==> src/rtl/smv_pkg.sv <==
package smv_pkg;

  localparam int MAX_LEN = 64;
  localparam int ADDR_W = 6;
  localparam int CNT_W = 7;
  localparam int LOGIT_W = 16;
  localparam int SUM_W = 24;
  localparam int NUM_W = 33;
  localparam int DIV_CNT_W = 6;
  localparam logic [16:0] LOG2E_Q16 = 17'd94548;
  localparam logic [16:0] EXP_CUTOFF = 17'd4096;

  // 2^(-i/16) in Q1.16, i = 0..16
  function automatic logic [16:0] pow2_frac(input logic [4:0] i);
    logic [16:0] r;
    case (i)
      5'd0:  r = 17'd65536;
      5'd1:  r = 17'd62757;
      5'd2:  r = 17'd60097;
      5'd3:  r = 17'd57549;
      5'd4:  r = 17'd55109;
      5'd5:  r = 17'd52773;
      5'd6:  r = 17'd50535;
      5'd7:  r = 17'd48393;
      5'd8:  r = 17'd46341;
      5'd9:  r = 17'd44376;
      5'd10: r = 17'd42495;
      5'd11: r = 17'd40693;
      5'd12: r = 17'd38968;
      5'd13: r = 17'd37316;
      5'd14: r = 17'd35734;
      5'd15: r = 17'd34219;
      5'd16: r = 17'd32768;
      default: r = 17'd32768;
    endcase
    return r;
  endfunction

endpackage

==> src/rtl/softmax_vector_unit.sv <==
// Softmax over one vector of signed Q8.8 logits. Elements stream in one per
// transfer and are written to a 64-entry RAM; tlast ends the vector. Then
// two passes run over the RAM: one exponential per entry in a read plus
// three-stage unit for the sum pass, and per entry a second exponential plus
// a bit-serial divider and an output state in the output pass, which waits
// for as long as m_tready stays low. Results leave in input order as Q0.16
// probabilities, tlast on the final one; tuser flags that elements beyond 64
// were dropped. No input is taken while results are made.
module softmax_vector_unit (
  input  logic        clk,
  input  logic        rst,
  input  logic        s_tvalid,
  output logic        s_tready,
  input  logic [15:0] s_tdata,   // [15:0] logit
  input  logic        s_tlast,
  output logic        m_tvalid,
  input  logic        m_tready,
  output logic [23:0] m_tdata,   // [15:0] probability, [21:16] position
  output logic        m_tlast,
  output logic        m_tuser    // [0] overflowed
);

  localparam logic [2:0] ST_LOAD = 3'd0;
  localparam logic [2:0] ST_RD   = 3'd1;
  localparam logic [2:0] ST_E1   = 3'd2;
  localparam logic [2:0] ST_E2   = 3'd3;
  localparam logic [2:0] ST_E3   = 3'd4;
  localparam logic [2:0] ST_DIV  = 3'd5;
  localparam logic [2:0] ST_OUT  = 3'd6;

  logic [smv_pkg::LOGIT_W-1:0] mem [smv_pkg::MAX_LEN];
  logic [smv_pkg::LOGIT_W-1:0] rdata;

  logic [2:0] state;
  logic [smv_pkg::CNT_W-1:0] count;
  logic dropped;
  logic signed [smv_pkg::LOGIT_W-1:0] run_max;
  logic [smv_pkg::SUM_W-1:0] sum;
  logic [smv_pkg::ADDR_W-1:0] idx;
  logic pass2;

  logic cut1, cut2;
  logic [29:0] prod1;
  logic [4:0] shamt;
  logic [16:0] hi;
  logic [23:0] prod2;

  logic [smv_pkg::NUM_W-1:0] num;
  logic [smv_pkg::SUM_W-1:0] rem;
  logic [16:0] quo;
  logic [smv_pkg::DIV_CNT_W-1:0] div_cnt;

  logic in_xfer, store_ok, is_final;
  logic signed [smv_pkg::LOGIT_W:0] diff;
  logic [16:0] u;
  logic [20:0] t;
  logic [4:0] tidx;
  logic [16:0] lo_val;
  logic [11:0] step;
  logic [16:0] v;
  logic [23:0] shifted;
  logic [smv_pkg::SUM_W:0] r2;

  assign s_tready = (state == ST_LOAD);
  assign in_xfer = s_tvalid && s_tready;
  assign store_ok = (count < smv_pkg::CNT_W'(smv_pkg::MAX_LEN));
  assign is_final = ({1'b0, idx} + 1'b1) == count;

  always_comb begin
    diff = $signed({run_max[smv_pkg::LOGIT_W-1], run_max})
         - $signed({rdata[smv_pkg::LOGIT_W-1], rdata});
    u = 17'(diff);
    t = 21'((prod1 + 30'd128) >> 8);
    tidx = {1'b0, t[15:12]};
    lo_val = smv_pkg::pow2_frac(tidx + 5'd1);
    step = 12'(smv_pkg::pow2_frac(tidx) - lo_val);
    v = hi - 17'((prod2 + 24'd2048) >> 12);
    shifted = (shamt == 5'd0) ? {7'd0, v}
            : ({7'd0, v} + (24'd1 << (shamt - 5'd1))) >> shamt;
    r2 = {rem, num[smv_pkg::NUM_W-1]};
  end

  // Loading and the passes never overlap, so RAM needs no forwarding.
  always_ff @(posedge clk) begin
    if (in_xfer && store_ok) begin
      mem[count[smv_pkg::ADDR_W-1:0]] <= s_tdata;
    end
    rdata <= mem[idx];
  end

  always_ff @(posedge clk) begin
    prod1 <= 30'(u[12:0]) * 30'(smv_pkg::LOG2E_Q16);
    cut1 <= (u > smv_pkg::EXP_CUTOFF);
    shamt <= t[20:16];
    hi <= smv_pkg::pow2_frac(tidx);
    prod2 <= 24'(step) * 24'(t[11:0]);
    cut2 <= cut1;
  end

  always_ff @(posedge clk) begin
    if (rst) begin
      state <= ST_LOAD;
      count <= '0;
      dropped <= 1'b0;
      run_max <= 16'sh8000;
      sum <= '0;
      idx <= '0;
      pass2 <= 1'b0;
      m_tvalid <= 1'b0;
    end else begin
      case (state)
        ST_LOAD: begin
          if (in_xfer) begin
            if (store_ok) begin
              count <= count + 1'b1;
              if ($signed(s_tdata) > run_max) begin
                run_max <= $signed(s_tdata);
              end
            end else begin
              dropped <= 1'b1;
            end
            if (s_tlast) begin
              idx <= '0;
              sum <= '0;
              pass2 <= 1'b0;
              state <= ST_RD;
            end
          end
        end
        ST_RD: state <= ST_E1;
        ST_E1: state <= ST_E2;
        ST_E2: state <= ST_E3;
        ST_E3: begin
          if (!pass2) begin
            sum <= sum + 24'(cut2 ? 24'd0 : shifted);
            if (is_final) begin
              idx <= '0;
              pass2 <= 1'b1;
            end else begin
              idx <= idx + 1'b1;
            end
            state <= ST_RD;
          end else begin
            num <= {(cut2 ? 17'd0 : 17'(shifted)), 16'd0} + 33'(sum >> 1);
            rem <= '0;
            quo <= '0;
            div_cnt <= '0;
            state <= ST_DIV;
          end
        end
        ST_DIV: begin
          if (r2 >= {1'b0, sum}) begin
            rem <= smv_pkg::SUM_W'(r2 - {1'b0, sum});
            quo <= {quo[15:0], 1'b1};
          end else begin
            rem <= r2[smv_pkg::SUM_W-1:0];
            quo <= {quo[15:0], 1'b0};
          end
          num <= {num[smv_pkg::NUM_W-2:0], 1'b0};
          div_cnt <= div_cnt + 1'b1;
          if (div_cnt == smv_pkg::DIV_CNT_W'(smv_pkg::NUM_W - 1)) begin
            state <= ST_OUT;
            m_tvalid <= 1'b1;
          end
        end
        ST_OUT: begin
          if (m_tready) begin
            m_tvalid <= 1'b0;
            if (is_final) begin
              count <= '0;
              dropped <= 1'b0;
              run_max <= 16'sh8000;
              state <= ST_LOAD;
            end else begin
              idx <= idx + 1'b1;
              state <= ST_RD;
            end
          end
        end
        default: state <= ST_LOAD;
      endcase
    end
  end

  assign m_tdata = {2'b00, idx, (quo[16] ? 16'hFFFF : quo[15:0])};
  assign m_tlast = is_final;
  assign m_tuser = dropped;

endmodule

==> config.mk <==
export PLATFORM = sky130hd
export DESIGN_NAME = softmax_vector_unit
export DESIGN_NICKNAME = d
export VERILOG_FILES = /design/src/rtl/smv_pkg.sv /design/src/rtl/softmax_vector_unit.sv
export SDC_FILE = /design/constraint.sdc
export NUM_CORES = 2
export LEC_CHECK = 0
export ABC_CLOCK_PERIOD_IN_PS = 11800
export BUFFER_PORTS_ARGS = -buffer_cell sky130_fd_sc_hd__buf_4
export CORE_ASPECT_RATIO = 1.75
export CORE_MARGIN = 10
export CORE_UTILIZATION = 43
export CTS_CLUSTER_DIAMETER = 200
export DETAILED_ROUTE_END_ITERATION = 7
export GPL_ROUTABILITY_DRIVEN = 0
export PLACE_DENSITY = 0.57
export SYNTH_ARGS = -nofsm -noshare
export SYNTH_HDL_FRONTEND = slang
export SYNTH_SLANG_ARGS = --single-unit
==> constraint.sdc <==
create_clock -name clk -period 11.8 [get_ports clk]
set_input_delay 1.18 -clock clk [delete_from_list [all_inputs] [get_ports clk]]
set_output_delay 1.18 -clock clk [all_outputs]
set_load 0.03 [all_outputs]
# --- Yosys cells after proc, flatten, opt, wreduce, memory -nomap -nowiden ---
# Memory sizes are Yosys's and may differ from the RTL's. A register that Yosys moved wholly into a read port is not among the register bits.
# Index checks and enable logic that the tools add are counted.
op_classes:
  n_eq_ne: 19
  div_mod_pow: 0
  mul: 2
  reduce_logical: 18
  bitwise_logic: 1
  addsub: 15
  muxes: 58
  order_cmp: 4
  shifts: 2
ops:
  columns: ["cell", "n"]
  rows:
  - ["$mux 24", 7]
  - ["$mux 16", 6]
  - ["$pmux 24 s2", 2]
  - ["$pmux 33 s2", 1]
  - ["$mux 6", 7]
  - ["$mux 17", 2]
  - ["$pmux 17 s2", 1]
  - ["$add 33x23->33", 1]
  - ["$mux 33", 1]
  - ["$pmux 16 s2", 1]
  - ["$add 29x8->29 const B", 1]
  - ["$mux 7", 4]
  - ["$mul 13x15->27 const B", 1]
  - ["$ge 25x24->1", 1]
  - ["$add 17x24->24", 1]
  - ["$add 24x12->24 const B", 1]
  - ["$add 24x24->24", 1]
  - ["$mul 12x12->24", 1]
  - ["$shl 1x5->24 const A", 1]
  - ["$shr 24x5->24", 1]
  - ["$sub 24x24->24", 1]
  - ["$pmux 3 s7", 1]
  - ["$pmux 6 s3", 1]
  - ["$gt 17x13->1 const B", 1]
  - ["32 further kinds", 73]
totals:
  output_inout_bits: 28
  mem_count: 4
  in_bits: 21
  reg_bits: 197
  mem_bits_rw: 1024
  latch_bits: 0
  mem_bits_ro: 1360
  wordCells: 140
memory_table:
  columns: ["name", "words", "width", "rd", "rd_clocked_by_memory_dff", "wr", "line_no", "text"]
  rows:
  - ["mem", 64, 16, 1, 1, 1, "softmax_vector_unit.sv:31", "logic [smv_pkg::LOGIT_W-1:0] mem [smv_pkg::MAX_LEN];"]
  - ["(name not given)", 32, 17, 1, 1, 0, "smv_pkg.sv:16", "case (i)"]
  - ["(name not given)", 32, 17, 1, 0, 0, "smv_pkg.sv:16", null]
  - ["(name not given)", 16, 17, 1, 0, 0, "smv_pkg.sv:16", null]

# --- Depth between registers and ports, before layout ---
logic_depth:
  word_depth: 9
  ltp_mapped: 49
  mapped_depth_nobuf: 46

# --- Least setup slack after synthesis ---
# Ideal clock, no wire load.
synth_timing:
  kind: "register to register"
  from: "register prod1[9]"
  to: "register prod2[22]"
  required_ps: 11673
  n_path_buf: 3
  path_stages_with_launch: 48
  arrival_ps: 9953
  setup_time_ps: 127
  slack_ps: 1720
  period_less_slack_ps: 10080
  path_cell_list: "dfxtp_1 > and3_1 > and3_1 > nand2_1 > nor3_1 > and2_1 > xnor2_1 > inv_1 > clkbuf_1 > ha_1 > clkbuf_1 > inv_1 > ha_1 > clkbuf_1 > nand2_1 > nand2_1 > nor2_1 > a211oi_1 > [12 not listed] > nand2_1 > fa_1 > inv_1 > fa_1 > fa_1 > fa_1 > inv_1 > fa_1 > inv_1 > ha_1 > and3_1 > a21oi_1 > o21ai_0 > o211a_1 > o21a_1 > o21ai_0 > a21boi_0 > xor2_1"
synth_via:
  elab_chain_len: 5
  elab_cells_between_ends: 6
  classes_between: "3 x add/sub; 1 x mul; 2 x memory"
synth_rtl:
  columns: ["element", "line_no", "text"]
  rows:
  - ["from (decl)", "softmax_vector_unit.sv:43", "logic [29:0] prod1;"]
  - ["from (signal assigned)", "softmax_vector_unit.sv:92", "prod1 <= 30'(u[12:0]) * 30'(smv_pkg::LOG2E_Q16);"]
  - ["$add 29x8->29 *", "softmax_vector_unit.sv:73", "t = 21'((prod1 + 30'd128) >> 8);"]
  - ["$add 4x1->5", "softmax_vector_unit.sv:75", "lo_val = smv_pkg::pow2_frac(tidx + 5'd1);"]
  - ["$mem_v2 32x17", null, null]
  - ["$sub 12x12->12", "softmax_vector_unit.sv:76", "step = 12'(smv_pkg::pow2_frac(tidx) - lo_val);"]
  - ["$mul 12x12->24 *", "softmax_vector_unit.sv:96", "prod2 <= 24'(step) * 24'(t[11:0]);"]
  - ["to (signal assigned)", "softmax_vector_unit.sv:96", null]
  - ["to (decl)", "softmax_vector_unit.sv:46", "logic [23:0] prod2;"]
# Every way passes the cells marked *; elsewhere a longest branch is shown, timed or not.
# A chain may end at the register's enable or synchronous reset.

# --- Final worst setup path ---
# Same ends and word-level chain as after synthesis.

==> results.sh <==
export IMPL_run_status="complete, no violations"
export IMPL_cpPeakStageDelay_ps=560
export IMPL_end_kind="register"
export IMPL_critPathArrivalTime_ps=11430
export IMPL_worst_setup_path_start_kind="register"
export IMPL_cts_tree="done"
export IMPL_finalCritPeriodShare=0.918
export IMPL_placed_cells=6127
export IMPL_ys_types=100
export IMPL_postRouteAntennaNets=0
export IMPL_io_buffers=46
export IMPL_syn_area_per_cell_sq_um=14.7
export IMPL_final_cells=6335
export IMPL_route_detailed_drc=0
export IMPL_grt_pass1_vias=37963
export IMPL_maxSlewViolCount=0
export IMPL_netlist_top_cells_area="edfxtp_1, mux4_2, ha_1"
export IMPL_synth_area_sq_um=62600
export IMPL_vias=36028
export IMPL_synth_edf_count=1104
export IMPL_max_freq_mhz=92.3
export IMPL_cts_sinks=1238
export IMPL_grt_max_degree=104
export IMPL_whs_ps=371
export IMPL_yosys_area_top_type="edfxtp_1"
export IMPL_ys_seq_area_frac=0.573
export IMPL_worstMarginPinSlew_ps=1310
export IMPL_die_area_sq_um=162000
export IMPL_seqCellArea_sq_um=35800
export IMPL_cp_common_cell="inv_1"
export IMPL_post_drt_wl_per_cell_microns=26.2
export IMPL_drive_gt1_frac=0.166
export IMPL_yosysWarnings=0
export IMPL_cts_htree_levels=3
export IMPL_via_per_inst=5.69
export IMPL_cp_required_ps=12390
export IMPL_slowest_stage="fa_1"
export IMPL_post_cts_buffers=0
export IMPL_max_cap_violations=0
export IMPL_die_y_microns=525
export IMPL_wirelength_microns=166000
export IMPL_drt_iter0_markers=2493
export IMPL_track_usage=0.206
export IMPL_initial_core_util=0.432
export IMPL_dr_pass1_iters=6
export IMPL_cts_root_buffer="clkbuf_16"
export IMPL_hpwl_microns=112000
export IMPL_synth_top_cell_area_share=0.530
export IMPL_synth_cells=4257
export IMPL_timing_final_hold_violations=0
export IMPL_async_flop_share=0
export IMPL_finalSetupViolations=0
export IMPL_die_w_microns=308
export IMPL_area_growth_syn_to_layout_pct=10.6
export IMPL_max_slew_margin=0.125
export IMPL_clkLatencyLatePin_ps=760
export IMPL_clock_skew_ps=64.0
export IMPL_multi_input_area_sq_um=24800
export IMPL_final_nets=4841
export IMPL_gr_total_overflow=0
export IMPL_fill_cells=12586
export IMPL_tns_ps=0
export IMPL_synth_main_ff_cell="edfxtp_1"
export IMPL_std_cell_rows=185
export IMPL_min_path_type="register to register"
export IMPL_antenna_found_initial=4
export IMPL_period_needed_ps=10830
export IMPL_cp_max_fo=12
export IMPL_clockBufferDepth=3
export IMPL_grt_first_pass_wirelength_microns=247000
export IMPL_yosys_register_bits=1238
export IMPL_ioPinCount=49
export IMPL_rsz0062_at_grt="no"
export IMPL_clk_pin_slew_ps=60
export IMPL_cts_made_buffers=111
export IMPL_setup_worst_path_class="register to register"
export IMPL_fp_coreArea_sq_um=145000
[layer usage]
layer	wire, microns	part of all wire	track usage	vias up
met5	17	0.00010	0	-
met4	9080	0.055	0.105	2
met3	5910	0.036	0.0251	306
met2	94500	0.57	0.397	825
met1	56800	0.34	0.213	18674
li1	-	-	-	16221
[per-stage QoR]
step | utilization | area [sq um] | setup WS (ps)
after detailed placement | 0.452 | 65500 | 873
after floorplan | - | 62600 | 1720
after global routing | 0.477 | 69200 | 77.2
after CTS | 0.477 | 69200 | 810
final | 0.477 | 69200 | 966
after global placement | 0.452 | 65500 | 1020
[state kept, by name (all words and copies together), names as in the netlist, 3 cells and up]
signal,flops
div_cnt,6
run_max,16
idx,6
num,33
rem,24
prod1,22
state,3
prod2,13
quo,17
hi,17
sum,24
count,7
shamt,5
mem,1024
rdata,16
[cells in the mapped netlist, types with 25 or more instances]
| cell | n |
|---|---|
| xnor2_1 | 119 |
| buf_1 | 39 |
| nor2b_1 | 27 |
| mux4_2 | 346 |
| a21o_1 | 53 |
| dfxtp_1 | 134 |
| and3_1 | 32 |
| and2_1 | 41 |
| xor2_1 | 66 |
| or2_2 | 25 |
| mux2i_1 | 30 |
| clkbuf_1 | 122 |
| inv_1 | 347 |
| ha_1 | 291 |
| nand2b_1 | 29 |
| nor3_1 | 52 |
| a21oi_1 | 151 |
| edfxtp_1 | 1104 |
| o21ai_0 | 86 |
| nand2_1 | 265 |
| nor2_1 | 313 |
| fa_1 | 159 |
| nand3_1 | 51 |
[worst max-delay path: cells and delay by family (launching register included)]
family / cells / cell delay, ps
AOI/OAI and AO/OA: 16 / 3640
xor gates and xnor gates: 3 / 550
and+or+nand+nor: 9 / 1300
adders and majority gates: 9 / 3690
DFF: 1 / 380
buffers and inverters: 8 / 1080
[final timing paths]
check	startpoint	to	slack, ps	cells after the start
worst max-delay path	prod1[9]	prod2[22]	970	45
worst min-delay path	cut1	cut2	370	0
worst max register to register	prod1[9]	prod2[22]	970	45
worst min register to register	cut1	cut2	370	0
[kinds of logic (layout without fill, tap and decap cells)]
family	Yosys count	in the layout	synth area share
AOI/OAI and AO/OA	562	562	0.0605
xor gates and xnor gates	191	191	0.0280
adders and majority gates	451	451	0.109
buffers and inverters	521	718	0.0317
DFF	1238	1238	0.573
muxes	379	379	0.130
other	1	12	0.0000600
and+or+nand+nor	914	914	0.0676
[timing repair]
| action | in CTS | in global routing |
|---|---|---|
| endpoints found under the setup margin | 0 | 3 |
| hold buffers | 0 | 0 |
| gates resized for setup | 0 | 1 |
[cell usage in the layout (no fill, tap or decap), types with 25 or more instances in the layout]
cell       instances
a21o_1            53
a21oi_1          151
and2_1            41
and3_1            32
buf_4            163
clkbuf_1          26
clkbuf_16        111
dfxtp_1          130
edfxtp_1        1104
fa_1             159
ha_1             291
inv_1            347
mux2i_1           30
mux4_2           346
nand2_1          265
nand2b_1          29
nand3_1           51
nor2_1           309
nor2b_1           27
nor3_1            51
o21ai_0           86
or2_2             25
xnor2_1          119
xor2_1            66
[final cells by class]
class | instances | share of cell area
flip-flops and latches | 1238 | 0.518
clock buffers | 140 | 0.0422
clock inverters | 64 | 0.0102
well taps | 1870 | 0.0338
inverters | 350 | 0.0190
multi-input cells | 2505 | 0.359
repair buffers | 164 | 0.0180
diodes | 4 | 0.000145
Power is not shown: default switching activity piles up to over one toggle a cycle in this logic, so the estimate is an artifact.
